**config.mk**
```make
export PLATFORM = sky130hd
export DESIGN_NAME = median3_mean_voltage_filter
export DESIGN_NICKNAME = d
export VERILOG_FILES = /design/src/sv/mmvf_pkg.sv /design/src/sv/median3_mean_voltage_filter.sv
export SDC_FILE = /design/constraint.sdc
export NUM_CORES = 2
export LEC_CHECK = 0
export ABC_CLOCK_PERIOD_IN_PS = 9700
export BUFFER_PORTS_ARGS = -buffer_cell sky130_fd_sc_hd__buf_4
export CAP_MARGIN = 15
export CORE_ASPECT_RATIO = 1.1
export CORE_MARGIN = 3
export CORE_UTILIZATION = 50
export DETAILED_ROUTE_END_ITERATION = 8
export PLACE_DENSITY = 0.76
export SETUP_SLACK_MARGIN = 0.15
export SYNTH_ARGS = -nofsm -noshare
export SYNTH_HDL_FRONTEND = slang
export SYNTH_SLANG_ARGS = --single-unit
export TNS_END_PERCENT = 50
```
**constraint.sdc**
```tcl
create_clock -name aclk -period 9.7 [get_ports aclk]
set_input_delay 0.485 -clock aclk [delete_from_list [all_inputs] [get_ports aclk]]
set_output_delay 0.485 -clock aclk [all_outputs]
set_load 0.01 [all_outputs]
```
**src/sv/mmvf_pkg.sv**
```systemverilog
`timescale 1ns / 1ps

package mmvf_pkg;

    localparam int SAMPLE_W   = 12;
    localparam int CHANNEL_W  = 1;
    localparam int COUNT_W    = 8;
    localparam int GAIN_W     = 16;
    localparam int SUM_W      = 20;
    localparam int RESULT_W   = 20;
    localparam int FRAC_W     = 8;
    localparam int SCALE_W    = 12;
    localparam int PROD_W     = SUM_W + GAIN_W;
    localparam int NUM_W      = PROD_W + SCALE_W;
    localparam int DVS_W      = SUM_W + FRAC_W;
    localparam int STEP_W     = 6;
    localparam int CFG_IDX_W  = 2;
    localparam int CFG_DATA_W = 16;

    localparam int CHANNEL_COUNT_DEF = 2;

    localparam logic [SCALE_W-1:0]   MV_FULL_SCALE = 12'd3300;
    localparam logic [STEP_W-1:0]    MEAN_STEPS    = 6'(SUM_W + FRAC_W);
    localparam logic [STEP_W-1:0]    MV_STEPS      = 6'(NUM_W);

    localparam logic [CFG_IDX_W-1:0] REG_SELECTED_CHANNEL = 2'd0;
    localparam logic [CFG_IDX_W-1:0] REG_MEDIAN_COUNT     = 2'd1;
    localparam logic [CFG_IDX_W-1:0] REG_GAIN             = 2'd2;

    localparam logic [COUNT_W-1:0]   MEDIAN_COUNT_RST = 8'd1;
    localparam logic [GAIN_W-1:0]    GAIN_RST         = 16'd256;

endpackage

```
**src/sv/median3_mean_voltage_filter.sv**
```systemverilog
`timescale 1ns / 1ps
// an item that completes no result is absorbed in the cycle it is accepted
// an item that completes a result raises m_tvalid after it has passed the gain and scale
// multiply states, 28 steps of the shared restoring divider for the mean,
// 48 steps of the same divider for millivolts, and the output load state
// throughput: one item a cycle in idle; s_tready low while busy, longer if m_tready holds off
// aresetn is synchronous: it clears the group, the accumulation and sets registers to defaults
module median3_mean_voltage_filter
    import mmvf_pkg::*;
#(
    parameter int CHANNEL_COUNT = CHANNEL_COUNT_DEF
) (
    input  logic                  aclk,
    input  logic                  aresetn,
    input  logic                  s_tvalid,
    output logic                  s_tready,
    input  logic [15:0]           s_tdata,   // sample [11:0]
    input  logic [CHANNEL_W-1:0]  s_tuser,   // channel [0]
    output logic                  m_tvalid,
    input  logic                  m_tready,
    output logic [39:0]           m_tdata,   // mean_q8 [19:0], millivolts [39:20]
    input  logic                  cfg_valid,
    output logic                  cfg_ready,
    input  logic [CFG_IDX_W-1:0]  cfg_index,
    input  logic [CFG_DATA_W-1:0] cfg_data
);

    typedef enum logic [2:0] {
        ST_IDLE,
        ST_MUL_GAIN,
        ST_MUL_SCALE,
        ST_DIV_MEAN,
        ST_DIV_MV,
        ST_OUT_WAIT
    } state_t;

    state_t state_reg, state_next;

    logic [CHANNEL_W-1:0] sel_ch_reg, sel_ch_next;
    logic [COUNT_W-1:0]   count_reg, count_next;
    logic [GAIN_W-1:0]    gain_reg, gain_next;

    logic [SAMPLE_W-1:0]  held_reg [2];
    logic [SAMPLE_W-1:0]  held_next [2];
    logic [1:0]           pos_reg, pos_next;
    logic [COUNT_W-1:0]   taken_reg, taken_next;
    logic [SUM_W-1:0]     sum_reg, sum_next;

    logic [SUM_W-1:0]     sum_w_reg, sum_w_next;
    logic [COUNT_W-1:0]   div_w_reg, div_w_next;
    logic [PROD_W-1:0]    prod_reg, prod_next;
    logic [NUM_W-1:0]     num_reg, num_next;
    logic [NUM_W-1:0]     acc_reg, acc_next;
    logic [DVS_W-1:0]     rem_reg, rem_next;
    logic [DVS_W-1:0]     dvs_reg, dvs_next;
    logic [STEP_W-1:0]    cnt_reg, cnt_next;
    logic [RESULT_W-1:0]  mean_reg, mean_next;
    logic                 m_tvalid_reg, m_tvalid_next;
    logic [39:0]          m_tdata_reg, m_tdata_next;

    logic [SAMPLE_W-1:0]  smp;
    logic                 ch_hit;
    logic [SAMPLE_W-1:0]  lo_ab, hi_ab, lo_hc, med;
    logic [SUM_W-1:0]     sum_new;
    logic [COUNT_W-1:0]   taken_new, need;
    logic [DVS_W:0]       rem_sh, rem_dif;
    logic                 ge;
    logic [NUM_W-1:0]     acc_step;
    logic [DVS_W-1:0]     rem_step;
    logic [SUM_W-1:0]     div_scaled;

    assign smp       = s_tdata[SAMPLE_W-1:0];
    assign ch_hit    = (s_tuser == sel_ch_reg) && (32'(s_tuser) < CHANNEL_COUNT);
    assign s_tready  = (state_reg == ST_IDLE);
    assign cfg_ready = 1'b1;
    assign m_tvalid  = m_tvalid_reg;
    assign m_tdata   = m_tdata_reg;

    // median network
    assign lo_ab   = (held_reg[0] < held_reg[1]) ? held_reg[0] : held_reg[1];
    assign hi_ab   = (held_reg[0] > held_reg[1]) ? held_reg[0] : held_reg[1];
    assign lo_hc   = (hi_ab < smp) ? hi_ab : smp;
    assign med     = (lo_ab > lo_hc) ? lo_ab : lo_hc;
    assign sum_new   = sum_reg + SUM_W'(med);
    assign taken_new = taken_reg + 8'd1;
    assign need      = (count_reg == '0) ? 8'd1 : count_reg;

    // shared restoring divider step
    assign rem_sh   = {rem_reg, acc_reg[NUM_W-1]};
    assign rem_dif  = rem_sh - {1'b0, dvs_reg};
    assign ge       = (rem_sh >= {1'b0, dvs_reg});
    assign rem_step = ge ? rem_dif[DVS_W-1:0] : rem_sh[DVS_W-1:0];
    assign acc_step = {acc_reg[NUM_W-2:0], ge};

    // count * 4095
    assign div_scaled = (SUM_W'(div_w_reg) << SAMPLE_W) - SUM_W'(div_w_reg);

    always_comb begin
        state_next    = state_reg;
        sel_ch_next   = sel_ch_reg;
        count_next    = count_reg;
        gain_next     = gain_reg;
        held_next     = held_reg;
        pos_next      = pos_reg;
        taken_next    = taken_reg;
        sum_next      = sum_reg;
        sum_w_next    = sum_w_reg;
        div_w_next    = div_w_reg;
        prod_next     = prod_reg;
        num_next      = num_reg;
        acc_next      = acc_reg;
        rem_next      = rem_reg;
        dvs_next      = dvs_reg;
        cnt_next      = cnt_reg;
        mean_next     = mean_reg;
        m_tvalid_next = m_tvalid_reg;
        m_tdata_next  = m_tdata_reg;

        if (cfg_valid) begin
            case (cfg_index)
                REG_SELECTED_CHANNEL: sel_ch_next = cfg_data[CHANNEL_W-1:0];
                REG_MEDIAN_COUNT:     count_next  = cfg_data[COUNT_W-1:0];
                REG_GAIN:             gain_next   = cfg_data[GAIN_W-1:0];
                default:              ;
            endcase
        end

        if (m_tvalid_reg && m_tready) begin
            m_tvalid_next = 1'b0;
        end

        case (state_reg)
            ST_IDLE: begin
                if (s_tvalid && ch_hit) begin
                    if (pos_reg < 2'd2) begin
                        held_next[pos_reg[0]] = smp;
                        pos_next = pos_reg + 2'd1;
                    end else begin
                        pos_next = '0;
                        if (taken_new >= need) begin
                            sum_w_next = sum_new;
                            div_w_next = (taken_new == '0) ? 8'd1 : taken_new;
                            sum_next   = '0;
                            taken_next = '0;
                            state_next = ST_MUL_GAIN;
                        end else begin
                            sum_next   = sum_new;
                            taken_next = taken_new;
                        end
                    end
                end
            end
            ST_MUL_GAIN: begin
                prod_next  = PROD_W'(sum_w_reg) * PROD_W'(gain_reg);
                state_next = ST_MUL_SCALE;
            end
            ST_MUL_SCALE: begin
                num_next   = NUM_W'(prod_reg) * NUM_W'(MV_FULL_SCALE);
                acc_next   = {sum_w_reg, {(NUM_W-SUM_W){1'b0}}};
                rem_next   = '0;
                dvs_next   = DVS_W'(div_w_reg);
                cnt_next   = MEAN_STEPS;
                state_next = ST_DIV_MEAN;
            end
            ST_DIV_MEAN: begin
                acc_next = acc_step;
                rem_next = rem_step;
                cnt_next = cnt_reg - 6'd1;
                if (cnt_reg == 6'd1) begin
                    mean_next  = acc_step[RESULT_W-1:0];
                    acc_next   = num_reg;
                    rem_next   = '0;
                    dvs_next   = {div_scaled, {FRAC_W{1'b0}}};
                    cnt_next   = MV_STEPS;
                    state_next = ST_DIV_MV;
                end
            end
            ST_DIV_MV: begin
                acc_next = acc_step;
                rem_next = rem_step;
                cnt_next = cnt_reg - 6'd1;
                if (cnt_reg == 6'd1) begin
                    state_next = ST_OUT_WAIT;
                end
            end
            ST_OUT_WAIT: begin
                if (!m_tvalid_reg || m_tready) begin
                    m_tvalid_next = 1'b1;
                    m_tdata_next  = {acc_reg[RESULT_W-1:0], mean_reg};
                    state_next    = ST_IDLE;
                end
            end
            default: state_next = ST_IDLE;
        endcase
    end

    always_ff @(posedge aclk) begin
        if (!aresetn) begin
            state_reg    <= ST_IDLE;
            sel_ch_reg   <= '0;
            count_reg    <= MEDIAN_COUNT_RST;
            gain_reg     <= GAIN_RST;
            held_reg[0]  <= '0;
            held_reg[1]  <= '0;
            pos_reg      <= '0;
            taken_reg    <= '0;
            sum_reg      <= '0;
            sum_w_reg    <= '0;
            div_w_reg    <= '0;
            prod_reg     <= '0;
            num_reg      <= '0;
            acc_reg      <= '0;
            rem_reg      <= '0;
            dvs_reg      <= '0;
            cnt_reg      <= '0;
            mean_reg     <= '0;
            m_tvalid_reg <= 1'b0;
            m_tdata_reg  <= '0;
        end else begin
            state_reg    <= state_next;
            sel_ch_reg   <= sel_ch_next;
            count_reg    <= count_next;
            gain_reg     <= gain_next;
            held_reg     <= held_next;
            pos_reg      <= pos_next;
            taken_reg    <= taken_next;
            sum_reg      <= sum_next;
            sum_w_reg    <= sum_w_next;
            div_w_reg    <= div_w_next;
            prod_reg     <= prod_next;
            num_reg      <= num_next;
            acc_reg      <= acc_next;
            rem_reg      <= rem_next;
            dvs_reg      <= dvs_next;
            cnt_reg      <= cnt_next;
            mean_reg     <= mean_next;
            m_tvalid_reg <= m_tvalid_next;
            m_tdata_reg  <= m_tdata_next;
        end
    end

    a_group_pos_range: assert property (@(posedge aclk) disable iff (!aresetn)
        pos_reg != 2'd3)
        else $error("group position out of range");

    a_div_nonzero: assert property (@(posedge aclk) disable iff (!aresetn)
        (state_reg == ST_DIV_MEAN || state_reg == ST_DIV_MV) |-> (dvs_reg != '0 && cnt_reg != '0))
        else $error("divider running with zero divisor or step count");

    a_accum_cleared: assert property (@(posedge aclk) disable iff (!aresetn)
        (state_reg == ST_MUL_GAIN) |-> (taken_reg == '0 && sum_reg == '0 && div_w_reg != '0))
        else $error("accumulation not cleared on result");

    a_result_source: assert property (@(posedge aclk) disable iff (!aresetn)
        $rose(m_tvalid_reg) |-> $past(state_reg == ST_OUT_WAIT))
        else $error("result raised outside output load");

    a_busy_no_group_change: assert property (@(posedge aclk) disable iff (!aresetn)
        (state_reg != ST_IDLE && $past(state_reg != ST_IDLE)) |-> $stable(pos_reg))
        else $error("group changed while busy");

endmodule
```
==> summary.txt <==
P_sw = 1.15 mW
Fmax = 115 MHz
Status = finished clean
Peak supply drop = 151 uV
Int Power = 2.82 mW
Post-Syn Instances = 4000
GRT Total Usage = 0.236
Proportion of layout cells with a drive suffix above 1 = 0.0631
Setup WS pre-CTS = 1.04 ns
Yosys warns = 0
Leakage = 16.8 nW
Post-Synth Simple-Gate Area = 0.160
Core Util, Final = 0.549
Die width = 254 um
Syn_area_per_cell = 8.49 um2
Slew @ Worst Pin = 1.12 ns
WP data arrival = 9.17 ns
Top Ports = 83
Cts repair resizes = 0
IO Port Bufs = 77
Slew HR = 0.252
Count of cell types in the netlist = 83
CTS tree = built
Area grow syn2layout = 8.03%
Routed WL per cell = 17.2 um
Via count = 27.5k
Clk Latency, worst-skew pair = 0.59 ns
Max Fanout on Critical Path = 19
Clock share of power = 0.443
Vias per cell = 5.69
Largest net degree at the start of global routing = 174
CP Launch Type = flip-flop
Switching Share = 0.291
Logic pwr share = 0.163
Initial Utilization = 0.508
Max-slew violation count = 0
Max reg flops = 48
Top cell type's share of synthesized area = 0.223
CTS sink cnt = 363
Synth Net Count = 4756
Post-Syn Area = 33900 um2
H-tree depth = 2
Drt pass-1 iters = 8
Area contributors post-synth = fa_1 22%, dfxtp_1 21%, ha_1 12%
Sequential element share of the synthesized area = 0.214
Compound-Gate Fraction of Synth Area = 0.145
Num CTS Buffers = 42
Root Buffer = clkbuf_16
Cts hold-fix bufs = 0
DP HPWL = 62700 um
Worst Path Class, Setup = flip-flop to flip-flop
Antenna violations before repair = 0
Synth area leader = fa_1
Worst Path Required = 10.19 ns
FP Rows = 99
Max Root-Sink Buffers = 3
Count leader, synth = nand2_1
WL final = 83400 um
# diodes = 0
CP max stage delay = 0.89 ns
RSZ-0062 raised after global routing = false
Vias in the first global route = 27.3k
Max Cap Viol = 0
Total Nets Final = 4703
Remaining antenna violation count = 0
Crit. End Element = flip-flop
P per Cell Area = 108 nW/um2
Seq cells post-synth = 363
Hold Path Class = input port to flip-flop
Layout Skew = 0.0532 ns
Period utilization = 0.895
GPL Wtd Cong = 0.915
Number of synthesized flops with an enable pin = 0
Final critical-path required period = 8.68 ns
Synth Area in Adders = 0.348
# DRC = 0
GRT Residual Overflow = 0
Sequential share of power = 0.394
Synth cell count leaders = 658 x nand2_1, 504 x inv_1, 379 x fa_1
Slowest CP cell = o31ai_1
Post-CTS setup buffer count = 0
Async set-reset flop share out of synthesis = 0
Final setup margin = 1.02 ns
Final hold violations = 0
Core region area = 66800 um2
Number of setup violations in the final report = 0
First-pass GRT wire length = 138000 um
Die Y = 279 um
Post-synthesis mux area share = 0.0237
Setup TNS = 0 ns
Top FF cell, synth = dfxtp_1
Power Total = 3.97 mW
Die area = 71100 um2
DR iter-0 viols = 1937
XOR/XNOR Fraction of Synth Area = 0.0284
Largest family of logic cells by synthesized area = adder cells
Worst-path clk slew = 0.06 ns
## cell usage in the layout (no fill, tap or decap), drive strengths merged, types with 116 or more instances in the layout
| master | count |
|---|---|
| inv | 507 |
| o21ai | 154 |
| fa | 379 |
| buf | 118 |
| dfxtp | 363 |
| nand2 | 658 |
| ha | 337 |
| nor2 | 191 |
| and2 | 116 |
| a21oi | 319 |
## critical path: cells and delay by family (launching register included)
family	cells	cell delay, ns
AO/OA/AOI/OAI	23	5.16
XOR/XNOR	1	0.19
adder cells (fa/ha/maj)	4	1.11
buffers and inverters	3	0.63
flip-flops	1	0.37
multiplexers	2	0.66
AND/OR/NAND/NOR	4	0.50
## power by group through the flow
stage	registers, mW	clock network, mW	logic [mW]
3_3_place_gp	1.60	0	0.630
6_report	1.57	1.76	0.646
2_1_floorplan	1.57	0	0.490
3_5_place_dp	1.60	0	0.638
5_1_grt	1.57	1.85	0.723
4_1_cts	1.57	1.79	0.643
## metrics by stage
step	hold slack, ns	cell area [um2]	instances
2_1_floorplan	0.431	33900	4000
3_3_place_gp	0.438	35100	4760
3_5_place_dp	0.442	35100	4760
4_1_cts	0.0824	36700	4836
5_1_grt	0.101	36700	4837
6_report	0.117	36700	4837
## cell type report
type | instances | area (um2)
Timing Repair Buffer | 118 | 906
Multi-Input combinational cell | 2918 | 24000
Clock inverter | 26 | 393
Fill cell | 5994 | 30100
Tap cell | 858 | 1070
Inverter | 504 | 1900
Clock buffer | 50 | 1150
Sequential cell | 363 | 7270
## logic make-up (layout without fill, tap and decap cells)
group                      after synthesis  after routing
and+or+nand+nor                       1222           1222
AOI/OAI and AO/OA                      792            792
buffers and inverters                  719            698
adders and majority gates              716            716
DFF                                    363            363
xor gates and xnor gates               110            110
muxes                                   77             77
other                                    1              1
## worst paths after layout
check | cells after the start | from | end | slack [ns]
hold / removal | 3 | cfg_data[8] | gain_reg[8] | 0.12
setup / recovery | 37 | held_reg[1] | sum_w_reg[17] | 1.02
hold reg to reg | 2 | mean_reg[18] | m_tdata[18] | 0.45
setup reg to reg | 37 | held_reg[1] | sum_w_reg[17] | 1.02
## routing by layer
layer / GRT usage / part of all wire / vias to the layer above
met5: 0 / 0 / -
met4: 0.0894 / 0.041 / 0
met3: 0.0289 / 0.052 / 149
li1: - / - / 13135
met1: 0.311 / 0.43 / 13481
met2: 0.399 / 0.48 / 737
No activity file was read; power rests on OpenSTA's default activity.
